<file path="config.mk">
export PLATFORM = sky130hd
export DESIGN_NAME = ncdf_recip
export DESIGN_NICKNAME = d
export VERILOG_FILES = /design/src/design/ncdf_pkg.sv /design/src/design/ncdf_recip.sv
export SDC_FILE = /design/constraint.sdc
export NUM_CORES = 2
export LEC_CHECK = 0
export BUFFER_PORTS_ARGS = -buffer_cell sky130_fd_sc_hd__buf_2
export CORE_MARGIN = 4
export CORE_UTILIZATION = 65
export CTS_BUF_LIST = sky130_fd_sc_hd__clkbuf_16
export CTS_CLUSTER_DIAMETER = 200
export DETAILED_ROUTE_END_ITERATION = 16
export PLACE_DENSITY = 0.82
export SLEW_MARGIN = 20
export SYNTH_ARGS = -nofsm -noshare
export SYNTH_HDL_FRONTEND = slang
export SYNTH_SLANG_ARGS = --single-unit
</file>
<file path="constraint.sdc">
create_clock -name clk_i -period 19.6 [get_ports clk_i]
set_input_delay 0.98 -clock clk_i [delete_from_list [all_inputs] [get_ports clk_i]]
set_output_delay 0.98 -clock clk_i [all_outputs]
set_load 0.05 [all_outputs]
</file>
<file path="src/design/ncdf_pkg.sv">
`default_nettype none
package ncdf_pkg;

  // Field widths.
  localparam int SAMPLE_W = 16;
  localparam int PROB_W   = 16;
  localparam int A_W      = 16;
  localparam int Z_W      = 31;
  localparam int D_W      = 32;
  localparam int W_W      = 36;
  localparam int K_W      = 6;
  localparam int R_W      = 30;
  localparam int E_W      = 31;
  localparam int T_W      = 31;
  localparam int ACC_W    = 34;
  localparam int FRAC_W   = 30;

  // Fixed-point constants, all Q.30 unless noted.
  localparam longint unsigned ONE_Q30     = 64'd1 << FRAC_W;
  localparam longint unsigned DEC9        = 64'd1000000000;
  localparam longint unsigned COEF_A1     = ((64'd254829592 << FRAC_W) + DEC9 / 2) / DEC9;
  localparam longint unsigned COEF_A2_MAG = ((64'd284496736 << FRAC_W) + DEC9 / 2) / DEC9;
  localparam longint unsigned COEF_A3     = ((64'd1421413741 << FRAC_W) + DEC9 / 2) / DEC9;
  localparam longint unsigned COEF_A4_MAG = ((64'd1453152027 << FRAC_W) + DEC9 / 2) / DEC9;
  localparam longint unsigned COEF_A5     = ((64'd1061405429 << FRAC_W) + DEC9 / 2) / DEC9;
  localparam longint unsigned COEF_P      = ((64'd3275911 << FRAC_W) + 64'd5000000) / 64'd10000000;
  localparam longint unsigned RSQRT2_Q30  = 64'd759250125;
  localparam longint unsigned LN2_Q30     = 64'd744261118;
  // Estimate of 2^(W_W-FRAC_W) / ln2; the quotient it gives is at most one low.
  localparam longint unsigned LN2_RECIP   = (64'd1 << W_W) / LN2_Q30;
  localparam int RECIP_W = 7;

  localparam int EXP_TERMS    = 12;
  localparam int EXP_ZERO_K   = 31;
  localparam int DIV_STAGES   = 8;
  localparam int DIV_STEPS    = 4;
  localparam int HORNER_STEPS = 4;

  localparam logic signed [ACC_W-1:0] HORNER_START = ACC_W'(COEF_A5);
  localparam logic signed [ACC_W-1:0] HORNER_COEF [HORNER_STEPS] = '{
    ACC_W'(64'd0 - COEF_A4_MAG),
    ACC_W'(COEF_A3),
    ACC_W'(64'd0 - COEF_A2_MAG),
    ACC_W'(COEF_A1)
  };

  typedef struct packed {
    logic           neg;
    logic [D_W-1:0] d;
    logic [W_W-1:0] w;
  } front_t;

  typedef struct packed {
    logic           neg;
    logic [W_W-1:0] w;
    logic [T_W-1:0] t;
  } recip_t;

  typedef struct packed {
    logic           neg;
    logic [T_W-1:0] t;
    logic [E_W-1:0] e;
  } expo_t;

endpackage
`default_nettype wire

</file>
<file path="src/design/ncdf_recip.sv">
`default_nettype none
module ncdf_recip (
  input  logic             clk_i,
  input  logic             rst_ni,
  input  logic             en_i,
  input  logic             valid_i,
  input  ncdf_pkg::front_t data_i,
  output logic             valid_o,
  output ncdf_pkg::recip_t data_o
);
  import ncdf_pkg::*;

  typedef struct packed {
    logic           neg;
    logic [W_W-1:0] w;
    logic [D_W-1:0] d;
    logic [D_W-1:0] rem;
    logic [D_W-1:0] num;
    logic [D_W-1:0] quo;
  } div_t;

  // The dividend is 2^60 + d/2; its top part is folded into the starting remainder.
  localparam logic [D_W-1:0] RemStart = D_W'(ONE_Q30 >> 2);

  function automatic div_t div_step(div_t x);
    div_t         y;
    logic [D_W:0] trial;
    y = x;
    for (int i = 0; i < DIV_STEPS; i++) begin
      trial = {y.rem, y.num[D_W-1]};
      y.num = {y.num[D_W-2:0], 1'b0};
      if (trial >= {1'b0, y.d}) begin
        y.rem = D_W'(trial - {1'b0, y.d});
        y.quo = {y.quo[D_W-2:0], 1'b1};
      end else begin
        y.rem = D_W'(trial);
        y.quo = {y.quo[D_W-2:0], 1'b0};
      end
    end
    return y;
  endfunction

  div_t                  div_in;
  div_t                  stage_q [DIV_STAGES];
  div_t                  stage_d [DIV_STAGES];
  logic [DIV_STAGES-1:0] valid_q;

  always_comb begin
    div_in.neg = data_i.neg;
    div_in.w   = data_i.w;
    div_in.d   = data_i.d;
    div_in.rem = RemStart;
    div_in.num = {1'b0, data_i.d[D_W-1:1]};
    div_in.quo = '0;
  end

  for (genvar g = 0; g < DIV_STAGES; g++) begin : g_div
    if (g == 0) begin : g_first
      assign stage_d[g] = div_step(div_in);
    end else begin : g_next
      assign stage_d[g] = div_step(stage_q[g-1]);
    end
  end

  always_ff @(posedge clk_i or negedge rst_ni) begin
    if (!rst_ni) begin
      valid_q <= '0;
    end else if (en_i) begin
      valid_q <= {valid_q[DIV_STAGES-2:0], valid_i};
    end
  end

  always_ff @(posedge clk_i) begin
    if (en_i) begin
      for (int i = 0; i < DIV_STAGES; i++) begin
        stage_q[i] <= stage_d[i];
      end
    end
  end

  always_comb begin
    valid_o    = valid_q[DIV_STAGES-1];
    data_o.neg = stage_q[DIV_STAGES-1].neg;
    data_o.w   = stage_q[DIV_STAGES-1].w;
    data_o.t   = T_W'(stage_q[DIV_STAGES-1].quo);
  end

endmodule
`default_nettype wire

</file>
==> results.json <==
{
  "r2r_slack_ns": 3.98,
  "hp-class": "in2async",
  "die_area_um2": 140000,
  "async_flop_share": 0.009009,
  "tightest_slew_ns": 1.176,
  "path_max_fanout": 48,
  "max_freq_mhz": 64.01,
  "path_class": "reg2reg",
  "setup_viol": 0,
  "worstSetupStartpointType": "register",
  "area_delta_synth_final_pct": 6.076,
  "die_h_um": 374.2,
  "finalCriticalPeriod_ns": 15.62,
  "first_pass_iters": 8,
  "clkSinkCount": 888,
  "synth.distinct_cells": 120,
  "yosysWarnings": 0,
  "maxCapViolCount": 0,
  "setup_tns_ns": 0,
  "grtUsageMet3": 0.04939,
  "die_x_um": 374.2,
  "grt_pass1_wl_um": 413500,
  "syn_nets": 10568,
  "ioPinCount": 142,
  "cts.clk_slew.worst_paths_ns": 0.07,
  "rr_worst_depth": 52,
  "root_buffer": "clkbuf_16",
  "clock_latency_ns": 0.77,
  "synth_area_leader_cell": "edfxtp_1",
  "routedWlPerCell_um": 24.04,
  "cts_setup_buffers": 0,
  "layout-drive-gt1-share": 0.09745,
  "fin_crit_sh": 0.7971,
  "synth_edf_count": 880,
  "hold_buffers": 0,
  "status": "finished clean",
  "rows": 134,
  "grt_pass1_vias": 73016,
  "gp_congestion": 1.012,
  "coreArea_um2": 133300,
  "synth_area_um2": 87140,
  "required_ns": 20.09,
  "grt_max_degree": 182,
  "ys_ff_latch": 888,
  "dp_slack_ns": 4.170,
  "port_buffers": 141,
  "ctsResizeCount": 0,
  "vias": 76391,
  "cp_common_cell": "a21oi_1",
  "groute.usage.overall": 0.3726,
  "synth_top_area_share": 0.3032,
  "htree_levels": 3,
  "numCtsBuffers": 97,
  "ys_seq_area_frac": 0.3055,
  "viasPerCell": 6.734,
  "gr-total-overflow": 0,
  "maxSlewViolCount": 0,
  "rsz0062_at_grt": "false",
  "post-route-drc-count": 0,
  "synthFlopType": "edfxtp_1",
  "synth_cells": 9472,
  "slowest_stage": "a21oi_1",
  "routed_wl_um": 272700,
  "nets": 10591,
  "hold_slack_ns": 0.07106,
  "clock_path_buffers": 3,
  "r2r-end": "stage_q[1][223]",
  "regToRegStartpoint": "stage_q[1][93]",
  "yosysMostFrequentCell": "ha_1",
  "hold_viol": 0,
  "globalRouteMet2Util": 0.6208,
  "slowest_delay_ns": 0.64,
  "end_kind": "register",
  "worstPathArrival_ns": 16.11,
  "antenna_found_initial": 10,
  "fin_ws_ns": 3.977,
  "initial_core_util": 0.6538,
  "finClkSkew_ns": 0.06949,
  "cts_tree": "yes",
  "ant_nets": 0,
  "dp_hpwl_um": 211100,
  "busiest_layer": "met2",
  "synth_commonest_cells": "ha_1 (993), edfxtp_1 (880), a21oi_1 (876), nand2_1 (665), nor2_1 (638)",
  "slew-limit-headroom": 0.2154,
  "cp-startpoint": "stage_q[1][93]",
  "drt_iter0_drc": 8230,
  "synth_top_cells_by_area": "edfxtp_1 (30%), ha_1 (14%), xnor2_1 (5.4%)",
  "avgSynthCellArea_um2": 9.200,
  "use_met1": 0.4514
}
sequential cells by signal, indices dropped and copies added (netlist names):
register	cells
stage_q	880
valid_q	8
critical path: cells and delay by family (launching register included):
kind                       cells  cell delay, ns
AOI/OAI and AO/OA             27            7.33
and+or+nand+nor               12            2.84
buffers and inverters          7            2.24
adders and majority gates      4            1.44
muxes                          2            0.77
DFF                            1            0.62
cell usage in the layout, fill, tap and decap left out, drive strengths merged, types with 114 or more instances in the layout:
| cell | Yosys | routed |
|---|---|---|
| ha | 993 | 993 |
| a21oi | 882 | 882 |
| edfxtp | 880 | 880 |
| nand2 | 665 | 665 |
| nor2 | 640 | 640 |
| o21ai | 631 | 631 |
| inv | 580 | 602 |
| xnor2 | 537 | 537 |
| mux2 | 458 | 458 |
| a21o | 374 | 374 |
| xor2 | 265 | 265 |
| nand3 | 191 | 191 |
| buf | 144 | 184 |
| nor3 | 171 | 171 |
| o21a | 161 | 161 |
| nand4 | 159 | 159 |
| nor2b | 117 | 117 |
| o21bai | 114 | 114 |
worst max-delay path by stage:
stage | to | slack (ns) | cells after the start
after detailed placement | stage_q[1][223] | 4.17 | 49
after global routing | stage_q[1][223] | 3.00 | 52
after global placement | stage_q[1][222] | 4.41 | 46
after CTS | stage_q[1][223] | 4.11 | 49
final | stage_q[1][223] | 3.98 | 52
after floorplan | stage_q[1][385] | 7.47 | 52
kinds of logic (layout without fill, tap and decap cells):
logic type	Yosys count	in the layout	share of synthesized area
AOI/OAI and AO/OA	2942	2942	0.2190
DFF	888	888	0.3055
buffers and inverters	840	942	0.04105
xor gates and xnor gates	802	802	0.08061
and+or+nand+nor	2451	2451	0.1362
muxes	525	525	0.06809
adders and majority gates	1023	1023	0.1495
other	1	3	0.00004303
layout make-up:
type | count | area [µm²]
tap | 1768 | 2212
clock inverter | 81 | 903.4
sequential | 888 | 26630
antenna | 2 | 5.005
timing repair buffer | 184 | 1076
fill | 10378 | 40850
multi-input combinational | 7744 | 57010
inverter | 580 | 2177
clock buffer | 97 | 2427
per-stage QoR:
stage	utilization	area (µm²)	cells
after CTS	0.6935	92430	11342
after detailed placement	0.6685	89100	11164
after floorplan	-	87140	9472
after global placement	0.6685	89100	11164
after global routing	0.6935	92430	11342
final	0.6935	92440	11344
metal layers:
| metal | vias up | routed length (µm) | part of all wire |
|---|---|---|---|
| met2 | 3785 | 127000 | 0.47 |
| met4 | 10 | 21160 | 0.078 |
| met5 | - | 63 | 0.00023 |
| li1 | 35555 | - | - |
| met3 | 1108 | 20350 | 0.075 |
| met1 | 35933 | 104100 | 0.38 |
Power is not shown: default switching activity piles up to over one toggle a cycle in this logic, so the estimate is an artifact.
