### src/design/ncdf_pkg.sv
`default_nettype none
package ncdf_pkg;

  // Field widths.
  localparam int SAMPLE_W = 16;
  localparam int PROB_W   = 16;
  localparam int A_W      = 16;
  localparam int Z_W      = 31;
  localparam int D_W      = 32;
  localparam int W_W      = 36;
  localparam int K_W      = 6;
  localparam int R_W      = 30;
  localparam int E_W      = 31;
  localparam int T_W      = 31;
  localparam int ACC_W    = 34;
  localparam int FRAC_W   = 30;

  // Fixed-point constants, all Q.30 unless noted.
  localparam longint unsigned ONE_Q30     = 64'd1 << FRAC_W;
  localparam longint unsigned DEC9        = 64'd1000000000;
  localparam longint unsigned COEF_A1     = ((64'd254829592 << FRAC_W) + DEC9 / 2) / DEC9;
  localparam longint unsigned COEF_A2_MAG = ((64'd284496736 << FRAC_W) + DEC9 / 2) / DEC9;
  localparam longint unsigned COEF_A3     = ((64'd1421413741 << FRAC_W) + DEC9 / 2) / DEC9;
  localparam longint unsigned COEF_A4_MAG = ((64'd1453152027 << FRAC_W) + DEC9 / 2) / DEC9;
  localparam longint unsigned COEF_A5     = ((64'd1061405429 << FRAC_W) + DEC9 / 2) / DEC9;
  localparam longint unsigned COEF_P      = ((64'd3275911 << FRAC_W) + 64'd5000000) / 64'd10000000;
  localparam longint unsigned RSQRT2_Q30  = 64'd759250125;
  localparam longint unsigned LN2_Q30     = 64'd744261118;
  // Estimate of 2^(W_W-FRAC_W) / ln2; the quotient it gives is at most one low.
  localparam longint unsigned LN2_RECIP   = (64'd1 << W_W) / LN2_Q30;
  localparam int RECIP_W = 7;

  localparam int EXP_TERMS    = 12;
  localparam int EXP_ZERO_K   = 31;
  localparam int DIV_STAGES   = 8;
  localparam int DIV_STEPS    = 4;
  localparam int HORNER_STEPS = 4;

  localparam logic signed [ACC_W-1:0] HORNER_START = ACC_W'(COEF_A5);
  localparam logic signed [ACC_W-1:0] HORNER_COEF [HORNER_STEPS] = '{
    ACC_W'(64'd0 - COEF_A4_MAG),
    ACC_W'(COEF_A3),
    ACC_W'(64'd0 - COEF_A2_MAG),
    ACC_W'(COEF_A1)
  };

  typedef struct packed {
    logic           neg;
    logic [D_W-1:0] d;
    logic [W_W-1:0] w;
  } front_t;

  typedef struct packed {
    logic           neg;
    logic [W_W-1:0] w;
    logic [T_W-1:0] t;
  } recip_t;

  typedef struct packed {
    logic           neg;
    logic [T_W-1:0] t;
    logic [E_W-1:0] e;
  } expo_t;

endpackage
`default_nettype wire

### src/design/ncdf_front.sv
`default_nettype none
module ncdf_front (
  input  logic                                clk_i,
  input  logic                                rst_ni,
  input  logic                                en_i,
  input  logic                                valid_i,
  input  logic signed [ncdf_pkg::SAMPLE_W-1:0] sample_i,
  output logic                                valid_o,
  output ncdf_pkg::front_t                    data_o
);
  import ncdf_pkg::*;

  localparam int ZP_W = A_W + 30;
  localparam int PZ_W = 29 + Z_W;
  localparam int ZZ_W = 2 * Z_W;
  localparam logic [29:0] Rsqrt2 = 30'(RSQRT2_Q30);
  localparam logic [28:0] CoefP  = 29'(COEF_P);

  logic            valid1_q, valid2_q, valid3_q, valid4_q;
  logic            neg1_q, neg2_q, neg3_q, neg4_q;
  logic [A_W-1:0]  abs1_q, abs1_d;
  logic [ZP_W-1:0] zprod;
  logic [Z_W-1:0]  z2_q, z2_d;
  logic [PZ_W-1:0] pz3_q, pz3_d;
  logic [ZZ_W-1:0] zz3_q, zz3_d;
  logic [D_W-1:0]  d4_q, d4_d;
  logic [W_W-1:0]  w4_q, w4_d;

  always_comb begin
    abs1_d = sample_i[SAMPLE_W-1] ? A_W'(-sample_i) : A_W'(sample_i);
    zprod  = ZP_W'(abs1_q) * ZP_W'(Rsqrt2);
    z2_d   = Z_W'((zprod + ZP_W'(1 << 13)) >> 14);
    pz3_d  = PZ_W'(z2_q) * PZ_W'(CoefP);
    zz3_d  = ZZ_W'(z2_q) * ZZ_W'(z2_q);
    d4_d   = D_W'(ONE_Q30) + D_W'((pz3_q + PZ_W'(1 << 27)) >> 28);
    w4_d   = W_W'((zz3_q + ZZ_W'(1 << 25)) >> 26);
  end

  always_ff @(posedge clk_i or negedge rst_ni) begin
    if (!rst_ni) begin
      valid1_q <= 1'b0;
      valid2_q <= 1'b0;
      valid3_q <= 1'b0;
      valid4_q <= 1'b0;
    end else if (en_i) begin
      valid1_q <= valid_i;
      valid2_q <= valid1_q;
      valid3_q <= valid2_q;
      valid4_q <= valid3_q;
    end
  end

  always_ff @(posedge clk_i) begin
    if (en_i) begin
      neg1_q <= sample_i[SAMPLE_W-1];
      abs1_q <= abs1_d;
      neg2_q <= neg1_q;
      z2_q   <= z2_d;
      neg3_q <= neg2_q;
      pz3_q  <= pz3_d;
      zz3_q  <= zz3_d;
      neg4_q <= neg3_q;
      d4_q   <= d4_d;
      w4_q   <= w4_d;
    end
  end

  always_comb begin
    valid_o     = valid4_q;
    data_o.neg  = neg4_q;
    data_o.d    = d4_q;
    data_o.w    = w4_q;
  end

endmodule
`default_nettype wire

### config.mk
export PLATFORM = sky130hd
export DESIGN_NAME = ncdf_front
export DESIGN_NICKNAME = d
export VERILOG_FILES = /design/src/design/ncdf_pkg.sv /design/src/design/ncdf_front.sv
export SDC_FILE = /design/constraint.sdc
export NUM_CORES = 2
export LEC_CHECK = 0
export ABC_AREA = 1
export ABC_CLOCK_PERIOD_IN_PS = 18170
export BUFFER_PORTS_ARGS = -buffer_cell sky130_fd_sc_hd__buf_2
export CORE_MARGIN = 3
export CORE_UTILIZATION = 35
export DETAILED_ROUTE_END_ITERATION = 8
export SYNTH_ARGS = -nofsm -noshare
export SYNTH_HDL_FRONTEND = slang
export SYNTH_SLANG_ARGS = --single-unit
### constraint.sdc
create_clock -name clk_i -period 18.17 [get_ports clk_i]
set_clock_uncertainty 0.2 [all_clocks]
set_input_delay 0.9085 -clock clk_i [delete_from_list [all_inputs] [get_ports clk_i]]
set_output_delay 0.9085 -clock clk_i [all_outputs]
set_load 0.05 [all_outputs]
==> results.py <==
metrics = {
    "route": {
        "drt_iter0_markers": 3046,
        "dr.pass1.iters": 6,
        "wire_per_inst_um": 18.9,
        "num_vias": 45100,
        "drc": 0,
        "routed_wl_um": 180000,
        "avgViaCountPerCell": 4.73,
        "drt.antenna.violating_nets": 0,
    },
    "synthesis": {
        "ys_async_sr_fraction_pct": 2.07,
        "synth_top_area_cell": "fa_1",
        "yosysWarnings": 0,
        "yosysSeqAreaShare_pct": 9.46,
        "synth_area_leaders": "fa_1 39%, ha_1 18%, inv_1 13%",
        "synth_cells": 7157,
        "synth_top_area_share_pct": 39.3,
        "synth-edff-count": 189,
        "avgSynthCellArea_um2": 8.53,
        "synthesis.nets": 9247,
        "ys.flop_type": "edfxtp_1",
        "mappedNetlistArea_um2": 61000,
        "ys_ff_latch": 193,
        "synth.distinct_cells": 38,
    },
    "cells_and_area": {
        "nets": 9293,
        "drive_above_1_share_pct": 2.85,
        "syn_to_final_growth_pct": 6.38,
    },
    "clock_tree": {
        "cts_tree": "built",
        "postCtsResizedCells": 0,
        "clock_latency_ns": 0.56,
        "cts_made_buffers": 17,
        "clockBufferDepth": 2,
        "cts_root_buf": "clkbuf_16",
        "path_clk_slew_ns": 0.10,
        "cts_sinks": 193,
        "h-tree-depth": 4,
    },
    "global_route": {
        "antenna_found_initial": 4,
        "grt.total_usage_pct": 20.6,
        "grt_pass1_wl_um": 283000,
        "first_global_vias": 48800,
        "grt_max_degree": 77,
        "overflow": 0,
    },
    "worst_setup_path": {
        "slowest_delay_ns": 0.57,
        "worstPathMaxFanout": 40,
        "critical_path_class": "flop to flop",
        "worstPathRequired_ns": 18.26,
        "reg2reg_slack_ns": 10.06,
        "r2r-end": "zz3_q[36]",
        "cp.arrival_ns": 8.20,
        "crit_buf_inv": 6,
        "cp_common_cell": "fa_1",
        "crit_family": "adder cells",
        "slowest_stage": "fa_1",
        "reg2reg_depth": 22,
        "path_cells": "buf_4 > ha_1 > inv_1 > fa_1 > fa_1 > inv_1 > fa_1 > fa_1 > fa_1 > fa_1 > fa_1 > inv_1 > fa_1 > inv_1 > ha_1 > nand2_1 > nor2_1 > nand2_1 > o21bai_1 > inv_1 > nand3_1 > nand2_1",
        "cp-start-kind": "flop",
        "r2r_start": "z2_q[17]",
        "end_kind": "flop",
    },
    "placed_design": {
        "dp_slack_ns": 10.13,
        "dp_hpwl_um": 156000,
        "gp_congestion": 0.962,
        "io_buffers": 89,
    },
    "floorplan": {
        "coreArea_um2": 172000,
        "die_area_um2": 179000,
        "io_pins": 90,
        "rows": 152,
        "die_w_um": 424,
        "die_h_um": 424,
        "start_util_pct": 35.4,
    },
    "timing": {
        "slew_headroom_pct": 27.1,
        "setup_viol": 0,
        "rsz0062_at_grt": "false",
        "tns_ns": 0,
        "max_freq_mhz": 123,
        "fin_crit_sh_pct": 44.7,
        "worst_slack_ns": 10.06,
        "hold_violations": 0,
        "post-route-min-period_ns": 8.12,
        "worstMarginPinSlew_ns": 1.09,
        "slew_violations": 0,
    },
    "worst_hold_path": {
        "hp-start": "neg1_q",
        "worst_hold_path.endpoint": "neg2_q",
        "hp-class": "flop to flop",
        "min_path_cells": 0,
    },
    "outcome": {
        "status": "completed",
    },
    "run": {
        "drv_cap": 0,
    },
}
==> per-layer routing <==
layer	routed length [um]	track usage, %
met1	76600	26.9
met2	86900	35.1
met3	9470	2.72
met4	6990	7.38
met5	31	0
==> cell usage in the layout (no fill, tap or decap), types with 4 or more instances in the layout <==
cell type / count
a21o_1: 6
a21oi_1: 195
buf_2: 88
buf_4: 33
clkbuf_16: 17
clkinv_8: 4
dfrtp_1: 4
edfxtp_1: 189
fa_1: 1199
ha_1: 871
inv_1: 2180
inv_12: 5
nand2_1: 1469
nand2_2: 11
nand3_1: 155
nand3_2: 4
nand3b_1: 7
nand4_1: 59
nor2_1: 337
nor2_2: 9
nor2_4: 7
nor3_1: 34
nor3_2: 5
nor4_1: 8
o21a_1: 7
o21ai_0: 92
o21bai_1: 29
or2_2: 9
xnor2_1: 49
xor2_1: 107
==> layout make-up <==
| class | instances | area (um^2) |
|---|---|---|
| inverters | 2181 | 8190 |
| repair buffers | 123 | 712 |
| well taps | 2310 | 2890 |
| multi-input cells | 4687 | 46700 |
| flip-flops and latches | 193 | 5780 |
| clock inverters | 15 | 224 |
| diodes | 2 | 5.00 |
| fillers | 17800 | 108000 |
| clock buffers | 17 | 425 |
==> registers in the layout, indices dropped and copies added (netlist names), 16 cells and up <==
| name | count |
|---|---|
| abs1_q | 16 |
| z2_q | 31 |
| d4_q | 32 |
| pz3_q | 33 |
| zz3_q | 37 |
| w4_q | 36 |
==> synthesized netlist by cell type (8+ instances only) <==
master / number
edfxtp_1: 189
nor2_1: 337
nand4_1: 59
nor4_1: 8
nor3_1: 34
or2_2: 9
ha_1: 871
nor2_2: 9
buf_1: 18
nand2_2: 11
a21oi_1: 195
nand3_1: 155
xnor2_1: 49
xor2_1: 107
fa_1: 1199
inv_1: 2180
o21ai_0: 92
o21bai_1: 29
nand2_1: 1469
clkbuf_1: 77
==> per-stage QoR <==
stage / utilization [%] / cells / area, um^2 / hold WS, ns
floorplan: - / 7157 / 61000 / 0.200
global placement: 37.3 / 9493 / 64300 / 0.218
detailed placement: 37.3 / 9493 / 64300 / 0.208
CTS: 37.6 / 9526 / 64900 / 0.242
global route: 37.6 / 9526 / 64900 / 0.259
finish: 37.6 / 9528 / 64900 / 0.235
==> worst max-delay path by stage <==
stage	from	endpoint	slack, ns	cells past startpoint
5_1_grt	z2_q[17]	zz3_q[36]	9.77	22
3_3_place_gp	z2_q[17]	zz3_q[36]	9.96	22
3_5_place_dp	z2_q[17]	zz3_q[36]	10.13	22
6_report	z2_q[17]	zz3_q[36]	10.06	22
4_1_cts	z2_q[17]	zz3_q[36]	10.11	22
2_1_floorplan	z2_q[22]	zz3_q[58]	10.99	26
==> cell families after synthesis <==
kind of cell | synth area share, %
buf+inv | 14.0
simple gates | 14.2
fa+ha+maj | 57.2
compound gates | 2.95
flops | 9.46
xor+xnor | 2.24
==> worst reg2reg max path, delay by kind of cell (launching register included) <==
kind	cells	cell delay, ns
compound gates	1	0.40
fa+ha+maj	10	5.02
buf+inv	6	1.03
flops	1	0.33
simple gates	5	0.90
==> timing repair <==
action / 4_1_cts / 5_1_grt
setup buffers: 0 / 0
hold endpoints to repair: 4 / 0
hold buffers: 1 / 0
Power is not shown: default switching activity piles up to over one toggle a cycle in this logic, so the estimate is an artifact.
